$ cat src/lds_pkg.sv
// ----------------------------------------------------------------------------
// Load sequencer package
// Types, opcode constants and the cycle cost table shared by the sequencer
// and its step logic.
// ----------------------------------------------------------------------------
package lds_pkg;

  localparam int AddrWidth  = 16;
  localparam int DataWidth  = 8;
  localparam int CycleWidth = 3;

  localparam logic [AddrWidth-1:0] VectorLoAddr = 16'hFFFC;
  localparam logic [AddrWidth-1:0] VectorHiAddr = 16'hFFFD;

  localparam logic [DataWidth-1:0] OP_IMM = 8'hA9;
  localparam logic [DataWidth-1:0] OP_ZP  = 8'hA5;
  localparam logic [DataWidth-1:0] OP_ZPX = 8'hB5;
  localparam logic [DataWidth-1:0] OP_ABS = 8'hAD;
  localparam logic [DataWidth-1:0] OP_ABX = 8'hBD;
  localparam logic [DataWidth-1:0] OP_ABY = 8'hB9;
  localparam logic [DataWidth-1:0] OP_INX = 8'hA1;
  localparam logic [DataWidth-1:0] OP_INY = 8'hB1;

  localparam logic CMD_START = 1'b0;
  localparam logic CMD_DATA  = 1'b1;

  localparam logic CFG_INDEX_X = 1'b0;
  localparam logic CFG_INDEX_Y = 1'b1;

  typedef enum logic [3:0] {
    PH_IDLE   = 4'd0,
    PH_VEC_LO = 4'd1,
    PH_VEC_HI = 4'd2,
    PH_OPCODE = 4'd3,
    PH_OPER1  = 4'd4,
    PH_OPER2  = 4'd5,
    PH_PTR_LO = 4'd6,
    PH_PTR_HI = 4'd7,
    PH_FINAL  = 4'd8
  } phase_t;

  typedef struct packed {
    logic [AddrWidth-1:0] pc;
    logic [DataWidth-1:0] acc;
    logic                 z;
    logic                 n;
    logic                 i;
    phase_t               phase;
    logic [DataWidth-1:0] opcode;
    logic [AddrWidth-1:0] work_addr;
    logic                 page_crossed;
  } lds_state_t;

  typedef struct packed {
    logic [AddrWidth-1:0]  read_address;
    logic [DataWidth-1:0]  accumulator;
    logic                  zero_flag;
    logic                  negative_flag;
    logic                  interrupt_disable;
    logic [AddrWidth-1:0]  program_counter;
    logic                  instruction_done;
    logic [CycleWidth-1:0] cycles_used;
    logic                  unknown_opcode;
  } lds_result_t;

  function automatic logic known_opcode(input logic [DataWidth-1:0] op);
    return (op == OP_IMM) || (op == OP_ZP) || (op == OP_ZPX) || (op == OP_ABS) ||
           (op == OP_ABX) || (op == OP_ABY) || (op == OP_INX) || (op == OP_INY);
  endfunction

  function automatic logic [CycleWidth-1:0] load_cost(input logic [DataWidth-1:0] op,
                                                      input logic page_crossed);
    logic [CycleWidth-1:0] cost;
    case (op)
      OP_IMM:         cost = 3'd2;
      OP_ZP:          cost = 3'd3;
      OP_ZPX:         cost = 3'd4;
      OP_ABS:         cost = 3'd4;
      OP_ABX, OP_ABY: cost = 3'd4 + {2'b00, page_crossed};
      OP_INX:         cost = 3'd6;
      default:        cost = 3'd5 + {2'b00, page_crossed};
    endcase
    return cost;
  endfunction

endpackage

$ cat src/lda_addressing_sequencer.sv
// ----------------------------------------------------------------------------
// Load accumulator addressing sequencer
// Bus-cycle sequencer of an 8-bit core that runs only load accumulator.
//
// Each input beat is a start command or the byte memory returned for the
// address requested by the previous result. Each input beat gives exactly one
// result beat: the next read address, the architectural registers, and the
// completion, cost and unknown-opcode flags of an instruction ending there.
// The user must write the index registers through the cfg port only while the
// block idles; the block does not enforce it. The result is registered when
// its beat is accepted. One beat is taken every cycle unless stalled; the
// state update and the result are computed combinationally between the state
// and output registers. A stall on the result side holds the output register
// and stalls the input side in the same cycle unless the result is taken.
// Reset clears the state, sets the interrupt disable flag and empties the
// output register; data beats before the first start answer address zero.
// ----------------------------------------------------------------------------
module lda_addressing_sequencer (
  input  logic        clk,
  input  logic        rst_n,
  input  logic        cfg_write,
  input  logic        cfg_index,
  input  logic [7:0]  cfg_data,
  input  logic        in_valid,
  output logic        in_stall,
  input  logic        in_cmd,
  input  logic [7:0]  in_read_data,
  output logic        out_valid,
  input  logic        out_stall,
  output logic [15:0] out_read_address,
  output logic [7:0]  out_accumulator,
  output logic        out_zero_flag,
  output logic        out_negative_flag,
  output logic        out_interrupt_disable,
  output logic [15:0] out_program_counter,
  output logic        out_instruction_done,
  output logic [2:0]  out_cycles_used,
  output logic        out_unknown_opcode
);
  import lds_pkg::*;

  lds_state_t  state_r;
  lds_state_t  state_nxt;
  lds_result_t result_r;
  lds_result_t result_nxt;
  logic        out_valid_r;
  logic [7:0]  index_x_r;
  logic [7:0]  index_y_r;
  logic        in_accept;

  assign in_stall  = out_valid_r & out_stall;
  assign in_accept = in_valid & ~in_stall;

  lds_step u_step (
    .state     (state_r),
    .cmd       (in_cmd),
    .read_data (in_read_data),
    .index_x   (index_x_r),
    .index_y   (index_y_r),
    .state_nxt (state_nxt),
    .result    (result_nxt)
  );

  always_ff @(posedge clk) begin
    if (!rst_n) begin
      index_x_r <= '0;
      index_y_r <= '0;
    end else if (cfg_write) begin
      case (cfg_index)
        CFG_INDEX_X: index_x_r <= cfg_data;
        CFG_INDEX_Y: index_y_r <= cfg_data;
        default:     index_x_r <= index_x_r;
      endcase
    end
  end

  always_ff @(posedge clk) begin
    if (!rst_n) begin
      state_r     <= '{pc: '0, acc: '0, z: 1'b0, n: 1'b0, i: 1'b1, phase: PH_IDLE,
                       opcode: '0, work_addr: '0, page_crossed: 1'b0};
      out_valid_r <= 1'b0;
    end else begin
      if (in_accept) begin
        state_r <= state_nxt;
      end
      if (in_accept) begin
        out_valid_r <= 1'b1;
      end else if (!out_stall) begin
        out_valid_r <= 1'b0;
      end
    end
  end

  always_ff @(posedge clk) begin
    if (in_accept) begin
      result_r <= result_nxt;
    end
  end

  assign out_valid             = out_valid_r;
  assign out_read_address      = result_r.read_address;
  assign out_accumulator       = result_r.accumulator;
  assign out_zero_flag         = result_r.zero_flag;
  assign out_negative_flag     = result_r.negative_flag;
  assign out_interrupt_disable = result_r.interrupt_disable;
  assign out_program_counter   = result_r.program_counter;
  assign out_instruction_done  = result_r.instruction_done;
  assign out_cycles_used       = result_r.cycles_used;
  assign out_unknown_opcode    = result_r.unknown_opcode;

  a_reset_sets_i: assert property (@(posedge clk) !rst_n |=> state_r.i)
    else $error("interrupt disable not set after reset");

  a_done_has_cost: assert property (@(posedge clk) disable iff (!rst_n)
    out_valid_r && out_instruction_done |-> out_cycles_used != 3'd0)
    else $error("completed instruction reported without a cost");

  a_unknown_cost: assert property (@(posedge clk) disable iff (!rst_n)
    out_valid_r && out_unknown_opcode |-> out_instruction_done && out_cycles_used == 3'd1)
    else $error("unknown opcode not reported as a one-cycle instruction");

  a_idle_cost: assert property (@(posedge clk) disable iff (!rst_n)
    out_valid_r && !out_instruction_done |-> out_cycles_used == 3'd0 && !out_unknown_opcode)
    else $error("cost reported without a completed instruction");

  a_idle_addr: assert property (@(posedge clk) disable iff (!rst_n)
    out_valid_r && state_r.phase == PH_IDLE |-> out_read_address == 16'h0000)
    else $error("read address requested before the first start");

endmodule

$ cat src/lds_step.sv
// ----------------------------------------------------------------------------
// Load sequencer step logic
// Combinational next state and result for one bus beat.
// ----------------------------------------------------------------------------
module lds_step (
  input  lds_pkg::lds_state_t       state,
  input  logic                      cmd,
  input  logic [7:0]                read_data,
  input  logic [7:0]                index_x,
  input  logic [7:0]                index_y,
  output lds_pkg::lds_state_t       state_nxt,
  output lds_pkg::lds_result_t      result
);
  import lds_pkg::*;

  logic [AddrWidth-1:0] base_oper;
  logic [AddrWidth-1:0] base_ptr;
  logic [DataWidth-1:0] abs_idx;
  logic [AddrWidth-1:0] abs_sum;
  logic [DataWidth:0]   abs_low;
  logic [AddrWidth-1:0] iny_sum;
  logic [DataWidth:0]   iny_low;
  logic [DataWidth-1:0] zp_sum;
  logic                 do_load;

  assign base_oper = {read_data, state.work_addr[7:0]};
  assign base_ptr  = {read_data, state.work_addr[15:8]};
  assign abs_idx   = (state.opcode == OP_ABX) ? index_x : index_y;
  assign abs_sum   = base_oper + {8'h00, abs_idx};
  assign abs_low   = {1'b0, base_oper[7:0]} + {1'b0, abs_idx};
  assign iny_sum   = base_ptr + {8'h00, index_y};
  assign iny_low   = {1'b0, base_ptr[7:0]} + {1'b0, index_y};
  assign zp_sum    = read_data + index_x;

  assign do_load = (cmd == CMD_DATA) &&
                   ((state.phase == PH_FINAL) ||
                    ((state.phase == PH_OPER1) && (state.opcode == OP_IMM)));

  always_comb begin
    state_nxt = state;
    if (cmd == CMD_START) begin
      state_nxt.i            = 1'b1;
      state_nxt.page_crossed = 1'b0;
      state_nxt.phase        = PH_VEC_LO;
    end else begin
      if (do_load) begin
        state_nxt.acc = read_data;
        state_nxt.z   = (read_data == 8'h00);
        state_nxt.n   = read_data[7];
      end
      case (state.phase)
        PH_VEC_LO: begin
          state_nxt.work_addr = {8'h00, read_data};
          state_nxt.phase     = PH_VEC_HI;
        end
        PH_VEC_HI: begin
          state_nxt.pc    = {read_data, state.work_addr[7:0]};
          state_nxt.phase = PH_OPCODE;
        end
        PH_OPCODE: begin
          state_nxt.pc           = state.pc + 16'd1;
          state_nxt.page_crossed = 1'b0;
          if (known_opcode(read_data)) begin
            state_nxt.opcode = read_data;
            state_nxt.phase  = PH_OPER1;
          end
        end
        PH_OPER1: begin
          state_nxt.pc = state.pc + 16'd1;
          case (state.opcode)
            OP_IMM: begin
              state_nxt.phase = PH_OPCODE;
            end
            OP_ZP: begin
              state_nxt.work_addr = {8'h00, read_data};
              state_nxt.phase     = PH_FINAL;
            end
            OP_ZPX: begin
              state_nxt.work_addr = {8'h00, zp_sum};
              state_nxt.phase     = PH_FINAL;
            end
            OP_INX: begin
              state_nxt.work_addr = {8'h00, zp_sum};
              state_nxt.phase     = PH_PTR_LO;
            end
            OP_INY: begin
              state_nxt.work_addr = {8'h00, read_data};
              state_nxt.phase     = PH_PTR_LO;
            end
            default: begin
              state_nxt.work_addr = {8'h00, read_data};
              state_nxt.phase     = PH_OPER2;
            end
          endcase
        end
        PH_OPER2: begin
          state_nxt.pc    = state.pc + 16'd1;
          state_nxt.phase = PH_FINAL;
          if ((state.opcode == OP_ABX) || (state.opcode == OP_ABY)) begin
            state_nxt.work_addr    = abs_sum;
            state_nxt.page_crossed = abs_low[8];
          end else begin
            state_nxt.work_addr = base_oper;
          end
        end
        PH_PTR_LO: begin
          state_nxt.work_addr = {read_data, state.work_addr[7:0] + 8'd1};
          state_nxt.phase     = PH_PTR_HI;
        end
        PH_PTR_HI: begin
          state_nxt.phase = PH_FINAL;
          if (state.opcode == OP_INY) begin
            state_nxt.work_addr    = iny_sum;
            state_nxt.page_crossed = iny_low[8];
          end else begin
            state_nxt.work_addr = base_ptr;
          end
        end
        PH_FINAL: begin
          state_nxt.phase = PH_OPCODE;
        end
        default: begin
          state_nxt.phase = state.phase;
        end
      endcase
    end
  end

  always_comb begin
    result                   = '0;
    result.accumulator       = state_nxt.acc;
    result.zero_flag         = state_nxt.z;
    result.negative_flag     = state_nxt.n;
    result.interrupt_disable = state_nxt.i;
    result.program_counter   = state_nxt.pc;
    case (state_nxt.phase)
      PH_VEC_LO: result.read_address = VectorLoAddr;
      PH_VEC_HI: result.read_address = VectorHiAddr;
      PH_OPCODE, PH_OPER1, PH_OPER2: result.read_address = state_nxt.pc;
      PH_PTR_LO, PH_PTR_HI: result.read_address = {8'h00, state_nxt.work_addr[7:0]};
      PH_FINAL:  result.read_address = state_nxt.work_addr;
      default:   result.read_address = '0;
    endcase
    if (do_load) begin
      result.instruction_done = 1'b1;
      result.cycles_used      = load_cost(state.opcode, state.page_crossed);
    end else if ((cmd == CMD_DATA) && (state.phase == PH_OPCODE) &&
                 !known_opcode(read_data)) begin
      result.instruction_done = 1'b1;
      result.cycles_used      = 3'd1;
      result.unknown_opcode   = 1'b1;
    end
  end

endmodule
$ cat config.mk
export PLATFORM = sky130hd
export DESIGN_NAME = lda_addressing_sequencer
export DESIGN_NICKNAME = d
export VERILOG_FILES = /design/src/lds_pkg.sv /design/src/lda_addressing_sequencer.sv /design/src/lds_step.sv
export SDC_FILE = /design/constraint.sdc
export NUM_CORES = 1
export LEC_CHECK = 0
export BUFFER_PORTS_ARGS = -buffer_cell sky130_fd_sc_hd__buf_2
export CORE_AREA = 8 8 121 151
export CTS_BUF_LIST = sky130_fd_sc_hd__clkbuf_4 sky130_fd_sc_hd__clkbuf_8
export CTS_CLUSTER_DIAMETER = 150
export DETAILED_ROUTE_END_ITERATION = 16
export DIE_AREA = 0 0 129 159
export GPL_ROUTABILITY_DRIVEN = 1
export PLACE_DENSITY = 0.69
export SLEW_MARGIN = 10
export SYNTH_ARGS = -nofsm -noshare
export SYNTH_HDL_FRONTEND = slang
export SYNTH_SLANG_ARGS = --single-unit
$ cat constraint.sdc
create_clock -name clk -period 5.5 [get_ports clk]
set_input_delay 1.1 -clock clk [delete_from_list [all_inputs] [get_ports clk]]
set_output_delay 1.1 -clock clk [all_outputs]
set_load 0.01 [all_outputs]
Yosys cells after proc, flatten, opt, wreduce, memory -nomap -nowiden
Index checks and enable logic that the tools add are counted.
{ "word_totals": {"elab_cells": 123, "in_bits": 23, "output_inout_bits": 50, "ff_bits": 121} }
{ "classes": {"n_reduce_logical": 29, "n_addsub": 9, "bitwise_logic": 4, "n_mux": 24, "eq_ne": 36} }
{ "op_table": {"columns": ["op", "n"], "rows": [
  ["16-bit case mux with 5 select lines", 2],
  ["8-bit == test (second input constant)", 16],
  ["16-bit case mux with 2 select lines", 2],
  ["16-bit 2-to-1 mux", 3],
  ["16-bit by 8-bit adder with 16-bit output", 2],
  ["4-bit by 3-bit == test with 1-bit output (second input constant)", 8],
  ["26-bit 2-to-1 mux", 1],
  ["4-bit case mux with 6 select lines", 1],
  ["8-bit by 8-bit adder with 9-bit output", 2],
  ["16-bit by 1-bit adder with 16-bit output (second input constant)", 1],
  ["4-bit by 2-bit == test with 1-bit output (second input constant)", 4],
  ["2-bit OR reduction", 8],
  ["3-bit case mux with 5 select lines", 1],
  ["12-bit 2-to-1 mux", 1],
  ["4-bit case mux with 3 select lines", 1],
  ["10-bit 2-to-1 mux", 1],
  ["1-bit logical OR", 9],
  ["8-bit by 1-bit adder with 8-bit output (second input constant)", 1],
  ["8-bit adder", 1],
  ["4-bit by 1-bit == test with 1-bit output (second input constant)", 2],
  ["4-bit == test (second input constant)", 2],
  ["8-bit zero test", 1],
  ["8-bit 2-to-1 mux", 1],
  ["4-bit AND reduction", 2],
  ["15 further kinds", 29]
]} }

Depth between registers and ports, before layout
{ "logic_depth": {"depth_word": 14, "mapped_depth": 15} }

Modules after synthesis
A second synthesis with hierarchy kept.
{ "unflattened": {"cells_unflattened": 975, "hier_area_um2": 8518.2} }
{ "modules_own_cells": {"columns": ["module", "seq_area_each_um2", "instances", "cells_each", "area_per_inst_um2"], "rows": [
  ["lda_addressing_sequencer", 2902.8, 1, 372, 4332.9],
  ["lds_step", 0.0, 1, 603, 4185.3]
]} }

Worst setup path after synthesis
Ideal clock, no wire load.
{ "synth_timing": {"kind": "reg2reg", "start": "register state_r[18] (netlist bit)", "end": "register result_r, in the netlist out_read_address[14] (data pin)", "path_stages_with_launch": 16, "t_arrival_ps": 3370, "slack_ps": 1845, "required_time_ps": 5215, "setup_ps": 285, "path_buffers": 1, "path_cell_list": "dfxtp_1 or3b_1 buf_2 nor2_1 nand2_1 mux2_2 ha_1 inv_1 fa_1 nor2b_1 o2111ai_1 nand3_1 nand4_1 xnor2_1 a221oi_1 o221ai_1"} }
{ "synth_lines": {"columns": ["item", "line_no", "text"], "rows": [
  ["from (decl)", "lda_addressing_sequencer.sv:42", "lds_state_t state_r;"],
  ["from (signal assigned)", "lda_addressing_sequencer.sv:79", "state_r <= '{pc: '0, acc: '0, z: 1'b0, n: 1'b0, i: 1'b1, phase: PH_IDLE,"],
  ["from (signal assigned)", "lda_addressing_sequencer.sv:84", "state_r <= state_nxt;"],
  ["to (signal assigned)", "lda_addressing_sequencer.sv:96", "result_r <= result_nxt;"],
  ["to (decl)", "lda_addressing_sequencer.sv:44", "lds_result_t result_r;"]
]} }

==> run summary <==
Post-DP HPWL - 18.0 mm
utilization after layout - 54.5%
Die Footprint - 20500 sq um
Mapped Nets - 967
Worst EP required - 5.67 ns
worst hold start - state_r[29]
CP endpoint kind - register
sequential power share - 48.1%
Most used DFF post-synth - dfxtp_1
Peak VDD IR - 0.128 mV
clk root buf - clkbuf_8
Synth top area share - 18.7%
number of synthesized flops with an enable pin - 48
CTS Buf Count - 17
combinational group share of total power - 14.9%
crit-path max FO - 11
starting density of the core - 49.1%
P&R area growth vs syn - 10.9%
switching pwr - 0.000632 W
initial antenna violation count - 0
Worst-Margin Slew - 1.01 ns
Avg Synthesized Cell Area - 8.55 sq um
drt drc - 0
Slew Limit Fails - 0
via count - 7415
Clock Power Share - 37.0%
Port-buffer cells - 72
CTS tree - built
pre-CTS worst setup slack - 1.43 ns
R2R Path Start - state_r[18]
Chip Width - 129 microns
clock slew at reported path FFs - 0.07 ns
crit path kind - register to register
RSZ-0062 raised after global routing - no
largest net degree at the start of global routing - 45
clk buf depth - 2
FMAX - 241 MHz
sequential element share of the synthesized area - 37.1%
core region area - 15900 sq um
Rel. slew slack - 32.0%
grt total ovfl - 0
Hold-fix buffers, CTS - 0
antenna viol nets, final - 0
Worst Path Arrival - 4.32 ns
ant diodes - 0
number of H-tree levels - 4
first-iteration detailed-routing DRC count - 936
Sink Count - 121
cells after synthesis - 916
top post-synthesis cells by count - 101 x nor2_1, 94 x nand2_1, 73 x dfxtp_1
Pleak - 3.22 nW
dpl cells - 1155
fraction of layout cells with a size suffix above 1 - 16.5%
Post-Syn Area - 7830 sq um
Final Net Count - 1009
CP Launch Type - register
status - finished, final reports clean
synth warn - 0
Resized Gates After CTS - 0
top-count cell post-synth - nor2_1
post-synth cell types - 89
Finished Layout Cells - 1187
# setup viols final - 0
largest area contributor in the netlist - dfxtp_1
GRT Total Usage - 24.2%
first-pass GRT wire length - 38.9 mm
aggregate routed wire length - 24.6 mm
HP Class - register to register
die height - 159 microns
via count of the first global-routing pass - 6934
ratio of total power to cell area - 249 nW/um^2
top area cells in the synthesized netlist - dfxtp_1 19%, edfxtp_1 18%, nor2_1 4.8%, nand2_1 4.5%, a21oi_1 4.0%
Final period util - 75.4%
total power - 0.00216 W
Critical Path Source - state_r[18]
Vias/cell - 6.25
Async S/R FF share, synth - 0%
wire per inst - 20.7 microns
Worst Clk Skew - 0.00857 ns
First-pass DRT Iterations - 6
final count of hold timing violations - 0
max_cap viols - 0
setup TNS - 0 ns
Setup Fix Bufs, Post-CTS - 0
I/O pin cnt - 73
Synth Register Bits - 121
Final WS setup - 1.36 ns
clk_lat worst skew - 0.46 ns
Pint - 0.00153 W
# rows - 52
Final Critical Period - 4.14 ns
Switching Fraction - 29.2%
Placer Congestion - 0.964
==> power groups by stage <==
stage	Combinational, W	Sequential, W	Clock (W)
6_report	0.000324	0.00104	0.000800
2_1_floorplan	0.000206	0.00106	0
3_5_place_dp	0.000320	0.00106	0
5_1_grt	0.000353	0.00105	0.000850
3_3_place_gp	0.000316	0.00106	0
4_1_cts	0.000322	0.00104	0.000811
==> logic make-up (layout without fill, tap and decap cells) <==
| family | Yosys count | in the layout | share of synthesized area, % |
|---|---|---|---|
| simple gates | 367 | 367 | 23.8 |
| xor+xnor | 33 | 33 | 3.69 |
| flops | 121 | 121 | 37.1 |
| fa+ha+maj | 28 | 28 | 4.76 |
| mux | 22 | 22 | 3.11 |
| buf+inv | 89 | 144 | 4.57 |
| compound gates | 256 | 256 | 23.0 |
==> final timing paths <==
check | endpoint | slack [ns] | depth (start not counted)
hold / removal | state_r[29] | 0.43 | 1
setup / recovery | out_read_address[15] | 1.36 | 13
setup reg to reg | out_read_address[15] | 1.36 | 13
hold reg to reg | state_r[29] | 0.43 | 1
==> sequential cells by signal, summed over array words and instances (netlist names), 3 cells and up <==
signal / flops
out_cycles_used: 3
index_y_r: 8
out_program_counter: 16
index_x_r: 8
out_read_address: 16
state_r: 56
out_accumulator: 8
==> cells in the final DEF (no fill, tap or decap), types with 9 or more instances in the layout <==
cell      instances
nor2_1          101
nand2_1          94
dfxtp_1          73
buf_2            72
a21oi_1          63
edfxtp_1         48
nor3_1           40
o21ai_0          32
nand3_1          28
ha_1             25
inv_1            24
xnor2_1          20
a211oi_1         20
clkbuf_8         18
mux2_2           15
xor2_1           13
o21ai_1          13
buf_4            11
nand4_1          10
nand2b_1         10
a22oi_1          10
o211ai_1         10
o221ai_1         10
nor2b_1           9
nor4_1            9
==> through the flow <==
stage                     hold slack, ns  instance area, sq um
after floorplan                    0.405                  7830
after global placement             0.409                  8300
after detailed placement           0.418                  8300
after CTS                          0.434                  8690
after global routing               0.480                  8690
final                              0.431                  8690
==> critical path, stage by stage (launching register included) <==
cell      delay (ns)
dfxtp_1         0.33
or3b_1          0.57
nor2_1          0.16
buf_4           0.17
nand2_1         0.24
mux2_2          0.38
ha_1            0.36
o21a_1          0.14
a21oi_1         0.12
a211oi_1        0.50
nor2_1          0.17
o211a_1         0.25
a211oi_1        0.29
o221ai_1        0.17
==> final cells by class <==
cell class | instances | area [sq um]
repair buffers | 83 | 443
flip-flops and latches | 121 | 2900
clock buffers | 20 | 263
multi-input cells | 706 | 4580
clock inverters | 12 | 123
well taps | 216 | 270
inverters | 29 | 110
fillers | 1551 | 7250
==> metal layers <==
layer	share of wire (%)	routed length (microns)	up-vias	track usage, %
li1	-	-	3521	-
met1	40	9940	3455	30.0
met2	47	11500	352	38.4
met3	7.8	1910	87	4.42
met4	5.2	1280	0	13.7
met5	0	0	-	0
Note: power is estimated with default switching activity, not from simulation.
